**src/rtl/core/thermocouple_to_fahrenheit_bcd_unit_defines.svh**
```systemverilog
// Assertion macros for the thermocouple to Fahrenheit BCD unit.
// Used by the top level; expects clk_i and rst_ni in the including scope.
`ifndef THERMOCOUPLE_TO_FAHRENHEIT_BCD_UNIT_DEFINES_SVH
`define THERMOCOUPLE_TO_FAHRENHEIT_BCD_UNIT_DEFINES_SVH

// Consequent must hold in the same cycle as the antecedent.
`define TFB_ASSERT_SAME(lbl, ante, cons, msg) \
  lbl: assert property (@(posedge clk_i) disable iff (!rst_ni) (ante) |-> (cons)) \
    else $error(msg);

// Consequent must hold in the cycle after the antecedent.
`define TFB_ASSERT_NEXT(lbl, ante, cons, msg) \
  lbl: assert property (@(posedge clk_i) disable iff (!rst_ni) (ante) |=> (cons)) \
    else $error(msg);

`endif

```
**src/rtl/core/tfb_pkg.sv**
```systemverilog
// Shared types, constants and functions of the thermocouple to Fahrenheit BCD unit.
// No dependencies.
`default_nettype none

package tfb_pkg;

  localparam int RawW      = 19;
  localparam int NumW      = 23;
  localparam int QuotW     = 15;
  localparam int MagW      = 12;
  localparam int FahrW     = 13;
  localparam int BcdW      = 16;
  localparam int HalfBits  = MagW / 2;
  localparam int RecipW    = 16;
  localparam int ProdW     = QuotW + RecipW;
  localparam int RecipShift = 18;
  localparam int FracShift = 7;

  // 32 degrees F expressed in 1/640 degree units.
  localparam logic signed [NumW-1:0] OffsetNum = 23'sd20480;
  // Half of 640, added before truncating division.
  localparam logic [NumW-1:0] HalfDen = 23'd320;
  // ceil(2^18 / 5): exact division by five for quotients below 2^16.
  localparam logic [RecipW-1:0] RecipFive = 16'd52429;

  typedef struct packed {
    logic signed [FahrW-1:0] fahrenheit;
    logic                    is_negative;
  } side_t;

  // One double-dabble step: correct every digit that is five or more, then shift a bit in.
  function automatic logic [BcdW-1:0] dabble_step(input logic [BcdW-1:0] b, input logic bit_in);
    logic [BcdW-1:0] c;
    c = b;
    for (int d = 0; d < BcdW / 4; d++) begin
      if (c[4*d +: 4] >= 4'd5) begin
        c[4*d +: 4] = c[4*d +: 4] + 4'd3;
      end
    end
    return {c[BcdW-2:0], bit_in};
  endfunction

endpackage

`default_nettype wire

```
**src/rtl/core/thermocouple_to_fahrenheit_bcd_unit.sv**
```systemverilog
// Top level of the thermocouple to Fahrenheit BCD unit.
// Depends on tfb_pkg, tfb_bcd and the assertion macro header.
`default_nettype none
`include "thermocouple_to_fahrenheit_bcd_unit_defines.svh"

// Converts a 19-bit two's-complement reading in 1/128 degree C, taken from the three
// converter bytes, to whole degrees Fahrenheit rounded half away from zero, with a sign
// flag and the magnitude as four packed BCD digits. Every item passes five register
// stages: scale and offset, absolute value with shift, multiply by the reciprocal of
// five, and two stages of six double-dabble steps each. One item is accepted in every
// cycle while the output is not stalled; each stage has its own valid bit and takes a
// new item whenever it is empty or its successor moves, so a stalled output only holds
// back the stages that are full.
module thermocouple_to_fahrenheit_bcd_unit import tfb_pkg::*; (
  input  logic                    clk_i,
  input  logic                    rst_ni,
  input  logic                    in_valid_i,
  output logic                    in_ready_o,
  input  logic [7:0]              high_byte_i,
  input  logic [7:0]              mid_byte_i,
  input  logic [7:0]              low_byte_i,
  output logic                    out_valid_o,
  input  logic                    out_ready_i,
  output logic signed [FahrW-1:0] fahrenheit_o,
  output logic                    is_negative_o,
  output logic [BcdW-1:0]         magnitude_bcd_o
);

  logic                   v1_q, v2_q, v3_q;
  logic                   rdy1, rdy2, rdy3, bcd_ready;
  logic signed [NumW-1:0] num_q, num_d;
  logic [QuotW-1:0]       quot_q, quot_d;
  logic                   nneg_q;
  logic [MagW-1:0]        mag_q, mag_d;
  side_t                  side_q, side_d, side_out;
  logic [RawW-1:0]        raw;
  logic signed [NumW-1:0] raw_ext;
  logic [NumW-1:0]        abs_num, rounded;
  logic [ProdW-1:0]       prod;

  assign rdy3       = !v3_q || bcd_ready;
  assign rdy2       = !v2_q || rdy3;
  assign rdy1       = !v1_q || rdy2;
  assign in_ready_o = rdy1;

  always_comb begin
    raw     = {high_byte_i, mid_byte_i, low_byte_i[7:5]};
    raw_ext = {{(NumW-RawW){raw[RawW-1]}}, raw};
    num_d   = (raw_ext <<< 3) + raw_ext + OffsetNum;

    abs_num = num_q[NumW-1] ? NumW'(-num_q) : NumW'(num_q);
    rounded = abs_num + HalfDen;
    quot_d  = rounded[FracShift +: QuotW];

    prod  = ProdW'(quot_q) * ProdW'(RecipFive);
    mag_d = prod[RecipShift +: MagW];
    // A small negative numerator can round to zero, which is not negative.
    side_d.is_negative = nneg_q && (mag_d != '0);
    side_d.fahrenheit  = side_d.is_negative ? -$signed({1'b0, mag_d})
                                            : $signed({1'b0, mag_d});
  end

  always_ff @(posedge clk_i or negedge rst_ni) begin
    if (!rst_ni) begin
      v1_q <= 1'b0;
      v2_q <= 1'b0;
      v3_q <= 1'b0;
    end else begin
      if (rdy1) v1_q <= in_valid_i;
      if (rdy2) v2_q <= v1_q;
      if (rdy3) v3_q <= v2_q;
    end
  end

  always_ff @(posedge clk_i) begin
    if (rdy1 && in_valid_i) begin
      num_q <= num_d;
    end
    if (rdy2 && v1_q) begin
      quot_q <= quot_d;
      nneg_q <= num_q[NumW-1];
    end
    if (rdy3 && v2_q) begin
      mag_q  <= mag_d;
      side_q <= side_d;
    end
  end

  tfb_bcd u_bcd (
    .clk_i   (clk_i),
    .rst_ni  (rst_ni),
    .valid_i (v3_q),
    .ready_o (bcd_ready),
    .mag_i   (mag_q),
    .side_i  (side_q),
    .valid_o (out_valid_o),
    .ready_i (out_ready_i),
    .side_o  (side_out),
    .bcd_o   (magnitude_bcd_o)
  );

  assign fahrenheit_o  = side_out.fahrenheit;
  assign is_negative_o = side_out.is_negative;

  `TFB_ASSERT_SAME(a_sign_flag, out_valid_o, is_negative_o == fahrenheit_o[FahrW-1], "sign flag disagrees with result")
  `TFB_ASSERT_SAME(a_zero_result, out_valid_o && (fahrenheit_o == '0), (magnitude_bcd_o == '0) && !is_negative_o, "zero result has nonzero magnitude or sign")
  `TFB_ASSERT_SAME(a_bcd_digits, out_valid_o, (magnitude_bcd_o[3:0] <= 4'd9) && (magnitude_bcd_o[7:4] <= 4'd9) && (magnitude_bcd_o[11:8] <= 4'd9) && (magnitude_bcd_o[15:12] <= 4'd9), "BCD digit out of range")
  `TFB_ASSERT_NEXT(a_stage3_hold, v3_q && !bcd_ready, v3_q && $stable(mag_q), "stalled item lost in stage three")

endmodule

`default_nettype wire

```
**src/rtl/core/tfb_bcd.sv**
```systemverilog
// Two-stage binary to packed BCD converter with handshake and a carried sideband.
// Depends on tfb_pkg.
`default_nettype none

module tfb_bcd import tfb_pkg::*; (
  input  logic            clk_i,
  input  logic            rst_ni,
  input  logic            valid_i,
  output logic            ready_o,
  input  logic [MagW-1:0] mag_i,
  input  side_t           side_i,
  output logic            valid_o,
  input  logic            ready_i,
  output side_t           side_o,
  output logic [BcdW-1:0] bcd_o
);

  logic                va_q;
  logic [BcdW-1:0]     bcd_a_q, bcd_a_d;
  logic [HalfBits-1:0] rest_a_q;
  side_t               side_a_q;
  logic                vb_q;
  logic [BcdW-1:0]     bcd_b_q, bcd_b_d;
  side_t               side_b_q;
  logic                rdy_a, rdy_b;

  assign rdy_b   = !vb_q || ready_i;
  assign rdy_a   = !va_q || rdy_b;
  assign ready_o = rdy_a;

  always_comb begin
    bcd_a_d = '0;
    for (int i = 0; i < HalfBits; i++) begin
      bcd_a_d = dabble_step(bcd_a_d, mag_i[MagW-1-i]);
    end
    bcd_b_d = bcd_a_q;
    for (int i = 0; i < HalfBits; i++) begin
      bcd_b_d = dabble_step(bcd_b_d, rest_a_q[HalfBits-1-i]);
    end
  end

  always_ff @(posedge clk_i or negedge rst_ni) begin
    if (!rst_ni) begin
      va_q <= 1'b0;
      vb_q <= 1'b0;
    end else begin
      if (rdy_a) va_q <= valid_i;
      if (rdy_b) vb_q <= va_q;
    end
  end

  always_ff @(posedge clk_i) begin
    if (rdy_a && valid_i) begin
      bcd_a_q  <= bcd_a_d;
      rest_a_q <= mag_i[HalfBits-1:0];
      side_a_q <= side_i;
    end
    if (rdy_b && va_q) begin
      bcd_b_q  <= bcd_b_d;
      side_b_q <= side_a_q;
    end
  end

  assign valid_o = vb_q;
  assign side_o  = side_b_q;
  assign bcd_o   = bcd_b_q;

endmodule

`default_nettype wire
```
**config.mk**
```make
export PLATFORM = sky130hd
export DESIGN_NAME = thermocouple_to_fahrenheit_bcd_unit
export DESIGN_NICKNAME = d
export VERILOG_FILES = /design/src/rtl/core/tfb_pkg.sv /design/src/rtl/core/thermocouple_to_fahrenheit_bcd_unit.sv /design/src/rtl/core/tfb_bcd.sv
export VERILOG_INCLUDE_DIRS = /design/src /design/src/rtl/core
export SDC_FILE = /design/constraint.sdc
export NUM_CORES = 1
export LEC_CHECK = 0
export ABC_AREA = 1
export BUFFER_PORTS_ARGS = -buffer_cell sky130_fd_sc_hd__buf_4
export CORE_ASPECT_RATIO = 0.5
export CORE_MARGIN = 5
export CORE_UTILIZATION = 35
export CTS_CLUSTER_SIZE = 40
export DETAILED_ROUTE_END_ITERATION = 10
export GPL_ROUTABILITY_DRIVEN = 0
export HOLD_SLACK_MARGIN = 0.02
export MAX_ROUTING_LAYER = met4
export PLACE_DENSITY = 0.49
export REMOVE_ABC_BUFFERS = 1
export SLEW_MARGIN = 20
export SYNTH_ARGS = -nofsm -noshare
export SYNTH_HDL_FRONTEND = slang
export SYNTH_SLANG_ARGS = --single-unit
export TNS_END_PERCENT = 100
```
**constraint.sdc**
```tcl
create_clock -name clk_i -period 6.15 [get_ports clk_i]
set_clock_uncertainty 0.05 [all_clocks]
set_input_delay 1.23 -clock clk_i [delete_from_list [all_inputs] [get_ports clk_i]]
set_output_delay 1.23 -clock clk_i [all_outputs]
set_load 0.01 [all_outputs]
```
# Yosys cells after proc, flatten, opt, wreduce, memory -nomap -nowiden
# Index checks and enable logic that the tools add are counted.
[totals] mem_bits_rw=0 inputBits=28 mem_bits_ro=0 latch_bits=0 memories=0 output_inout_bits=32 ff_bits=127
[op_classes] bitwise_logic=0 addsub=29 n_lt_le_gt_ge=24 eq_ne=0 shifts=0 n_reduce_logical=17 mux=26 n_mul=1 div=0
[ops] op=">= comparator 4 x 3 -> 1 bit (second input constant)" count=20
[ops] op="two-way mux 4 bit" count=19
[ops] op="adder 4 x 2 -> 4 bit (second input constant)" count=17
[ops] op="multiplier 15 x 16 -> 30 bit (second input constant)" count=1
[ops] op="adder 22 x 19 -> 23 bit" count=1
[ops] op="adder 23 x 16 -> 23 bit (second input constant)" count=1
[ops] op="adder 22 x 9 -> 22 bit (second input constant)" count=1
[ops] op="two-way mux 22 bit" count=1
[ops] op="negation 22 bit" count=1
[ops] op="two-way mux 3 bit" count=5
[ops] op="negation 12 -> 13 bit" count=1
[ops] op="two-way mux 12 bit" count=1
[ops] op="nonzero test 12 bit" count=1
[ops] op="adder 3 x 2 -> 3 bit (second input constant)" count=3
[ops] op="adder 3 x 2 -> 4 bit (second input constant)" count=2
[ops] op="adder 1 x 2 -> 3 bit (second input constant)" count=2
[ops] op=">= comparator 1 x 3 -> 1 bit (second input constant)" count=2
[ops] op=">= comparator 3 bit (second input constant)" count=2
[ops] op="logical AND 1 bit" count=6
[ops] op="zero test 1 bit" count=5
[ops] op="logical OR 1 bit" count=5

# Depth between registers and ports, before layout
[logic_depth] ltp_word=12 mapped_depth=36 ltp_nobuf=36

# By module
# Synthesis repeated with hierarchy kept, for this count alone.
[unflattened] cells_unflattened=1500 hier_area_um2=12279.3
[modules_own_cells] mod="thermocouple_to_fahrenheit_bcd_unit" cells_per_inst=1093 instances=1 area_per_inst_um2=8735.9
[modules_own_cells] mod="tfb_bcd" cells_per_inst=407 instances=1 area_per_inst_um2=3543.4

# Worst setup path before layout
# OpenSTA, ideal clock, no wires.
[synth_timing] path_type="flip-flop to flip-flop" from="register quot_q[13]" to="register side_q[8] in the netlist's numbering, data pin" arrival_time_ps=5611 period_less_slack_ps=5913 path_buffers=0 stages_incl_launch_ff=28 required_ps=5848 slack_ps=237 path_cell_list="edfxtp_1 inv_1 ha_1 inv_1 ha_1 a21o_1 fa_1 inv_1 fa_1 inv_1 fa_1 inv_1 fa_1 inv_1 ha_1 nand2_1 nor4_1 nand2_1 nand2_1 xor2_1 ha_1 nand3_1 nor2_1 nand4_2 nand2_2 inv_2 nand2_1 nand2_1"
[synth_lines] item="start: declaration" line="thermocouple_to_fahrenheit_bcd_unit.sv:32" text="logic [QuotW-1:0] quot_q, quot_d;"
[synth_lines] item="start signal: assignment" line="thermocouple_to_fahrenheit_bcd_unit.sv:80" text="quot_q <= quot_d;"
[synth_lines] item="end signal: assignment" line="thermocouple_to_fahrenheit_bcd_unit.sv:85" text="side_q <= side_d;"
[synth_lines] item="end: declaration" line="thermocouple_to_fahrenheit_bcd_unit.sv:35" text="side_t side_q, side_d, side_out;"

==> impl_results.md <==
* Status: finished, final reports clean
* Mapped Cells at 1193
* Clock buffer count from CTS at 17
* CTS root buf: clkbuf_16
* Min Clock Period, post-route at 5930 ps
* Number of synthesized flops with an enable pin at 118
* DR vias/cell at 4.47
* Layout filler cell count at 3100
* Worst-path clk slew at 60 ps
* Synth area leaders: edfxtp_1, ha_1, fa_1, inv_1, nand2_1
* Mapped cell area at 11100 sq um
* Syn avg cell area at 9.29 sq um
* CTS sink count at 123
* CP Capture Type: flop
* Routed Antenna Nets at 0
* Initial antenna violation count at 0
* Hold crit path type: flop to flop
* Number of global-route vias before repair at 7846
* Port Buffer Count at 53
* Worst Tran Pin Value at 949 ps
* Max Cap Viol at 0
* First-pass GRT wire length at 35.8 mm
* Layout cell share with drive strength beyond 1 at 0.185
* Row count at 46
* Gr usage total at 0.130
* Nets at 1565
* Die Area at 35500 sq um
* CP arrival at 6060 ps
* FFs w/ async S/R, synth at 0.0407
* M1 wire length at 9.95 mm
* Die height at 136 um
* Max_slew headroom at 0.367
* CTS Buffer Depth at 2
* Syn. warnings at 0
* Top Metal Used: met4
* Top FF cell, synth: edfxtp_1
* Final hold violations at 0
* Area added between synthesis and finish at 19.6%
* Setup violators final at 0
* Seq/Total Area, Yosys at 0.331
* Post-synth top area share at 0.320
* Final Max Slew Viols at 0
* Yosys cell types at 46
* Routed Wire Length at 21.5 mm
* Count leader, synth: inv_1
* Dpl hpwl at 17.8 mm
* Met3 WL post-DR at 578 um
* Fmax at 169 MHz
* H-tree level count at 4
* Final core occ at 0.422
* I/O pins at 60
* Via count at 7882
* Initial drt markers at 239
* TritonRoute pass-1 iters at 5
* Ant. Diodes at 0
* Crit Path Max Fanout at 3
* Post-CTS Hold Fix Bufs at 0
* Critical path type: flop to flop
* Die width at 262 um
* CTS tree: yes
* Drc violations at 0
* Post-synth top cells: inv_1, nand2_1, ha_1, edfxtp_1
* Core Box Area at 31400 sq um
* Overflow after GRT at 0
* Met2 wire length at 10.7 mm
* Worst EP required at 6280 ps
* Final period util at 0.964
* Average wire per standard cell at 12.2 um
* Worst setup SP type: flop
* Clock Latency Late Sink at 440 ps
* Starting Density at 0.353
* Largest net degree at the start of global routing at 29
* #FFs+latches synth at 123
* Largest area contributor in the netlist: edfxtp_1
-- repair_timing --
| action | 4_1_cts | 5_1_grt |
|---|---|---|
| resized for setup | 2 | 42 |
| cloned | 0 | 0 |
| pin swaps | 0 | 21 |
| endpoints found under the setup margin | 10 | 11 |
| setup buffers | 0 | 7 |
-- cell usage in the layout, fill, tap and decap left out, types with 14 or more instances in the layout --
cell / n
nand3_2: 15
buf_4: 107
a21oi_1: 50
nand4_1: 14
xnor2_1: 19
fa_1: 58
nand3_1: 41
edfxtp_1: 118
xor2_1: 54
inv_1: 240
nor2_1: 53
ha_1: 155
nand2_2: 31
nand2_1: 194
o21ai_0: 37
clkbuf_16: 17
-- worst paths after layout --
| path | from | to | slack (ps) | cells after the start |
|---|---|---|---|---|
| max | quot_q[8]$_DFFE_PP_ | side_q[12]$_DFFE_PP_ | 220 | 21 |
| min | side_q[12]$_DFFE_PP_ | u_bcd.side_a_q[12]$_DFFE_PP_ | 360 | 0 |
| max reg2reg | quot_q[8]$_DFFE_PP_ | side_q[12]$_DFFE_PP_ | 220 | 21 |
| min reg2reg | side_q[12]$_DFFE_PP_ | u_bcd.side_a_q[12]$_DFFE_PP_ | 360 | 0 |
| max in group asynchronous | rst_ni | v2_q$_DFFE_PN0P_ | 5400 | 1 |
| min in group asynchronous | rst_ni | u_bcd.valid_o$_DFFE_PN0P_ | 540 | 1 |
-- cell families after synthesis --
kind of cell,share of synthesized area
fa+ha+maj,0.288
buf+inv,0.0854
simple gates,0.162
flops,0.331
xor+xnor,0.0623
compound gates,0.0699
mux,0.000903
other cells,0.000338
-- stage by stage --
| step | TNS, ps | std cells | hold slack (ps) | setup slack [ps] | instance area (sq um) |
|---|---|---|---|---|---|
| global placement | -592 | 1723 | 355 | -91.7 | 12400 |
| detailed placement | -953 | 1723 | 355 | -124 | 12400 |
| finish | 0 | 1762 | 362 | 220 | 13200 |
| global route | -499 | 1762 | 363 | -78.9 | 13200 |
| CTS | 0 | 1755 | 362 | 9.25 | 13000 |
| floorplan | 0 | 1189 | 350 | 235 | 11100 |
-- per-layer routing --
metal	track usage	vias to the layer above
met5	-	-
met4	0.0385	0
met3	0.0269	23
met2	0.222	74
met1	0.156	3650
li1	-	4135
-- flip-flops by register name (all words and copies together) (netlist names), 5 cells and up --
signal          flops
num_q              23
quot_q             15
u_bcd.bcd_o        14
u_bcd.side_a_q     14
u_bcd.side_o       14
side_q             13
mag_q              12
u_bcd.bcd_a_q       7
u_bcd.rest_a_q      5
-- area by class of cell --
type	instances	area (sq um)	area share
Multi-Input combinational cell	820	6680	0.504
Timing Repair Buffer	109	826	0.0623
Tap cell	432	541	0.0408
Inverter	246	926	0.0699
Clock buffer	21	480	0.0363
Clock inverter	11	131	0.00992
Sequential cell	123	3670	0.277
-- critical path: stages, from the launching register on --
cell and delay [ps]:
edfxtp_1 470, ha_1 360, fa_1 570, inv_1 80, fa_1 540, fa_1 530
fa_1 490, ha_1 320, ha_1 340, a21oi_1 180, o21ai_0 120, a21oi_1 280
nand2_2 130, buf_6 140, a21oi_2 120, xor2_1 220, nand2_1 110, nor2_2 200
buf_4 150, nand3_1 90, nand4_1 100, nand2_1 60
Power is not shown: default switching activity piles up to over one toggle a cycle in this logic, so the estimate is an artifact.
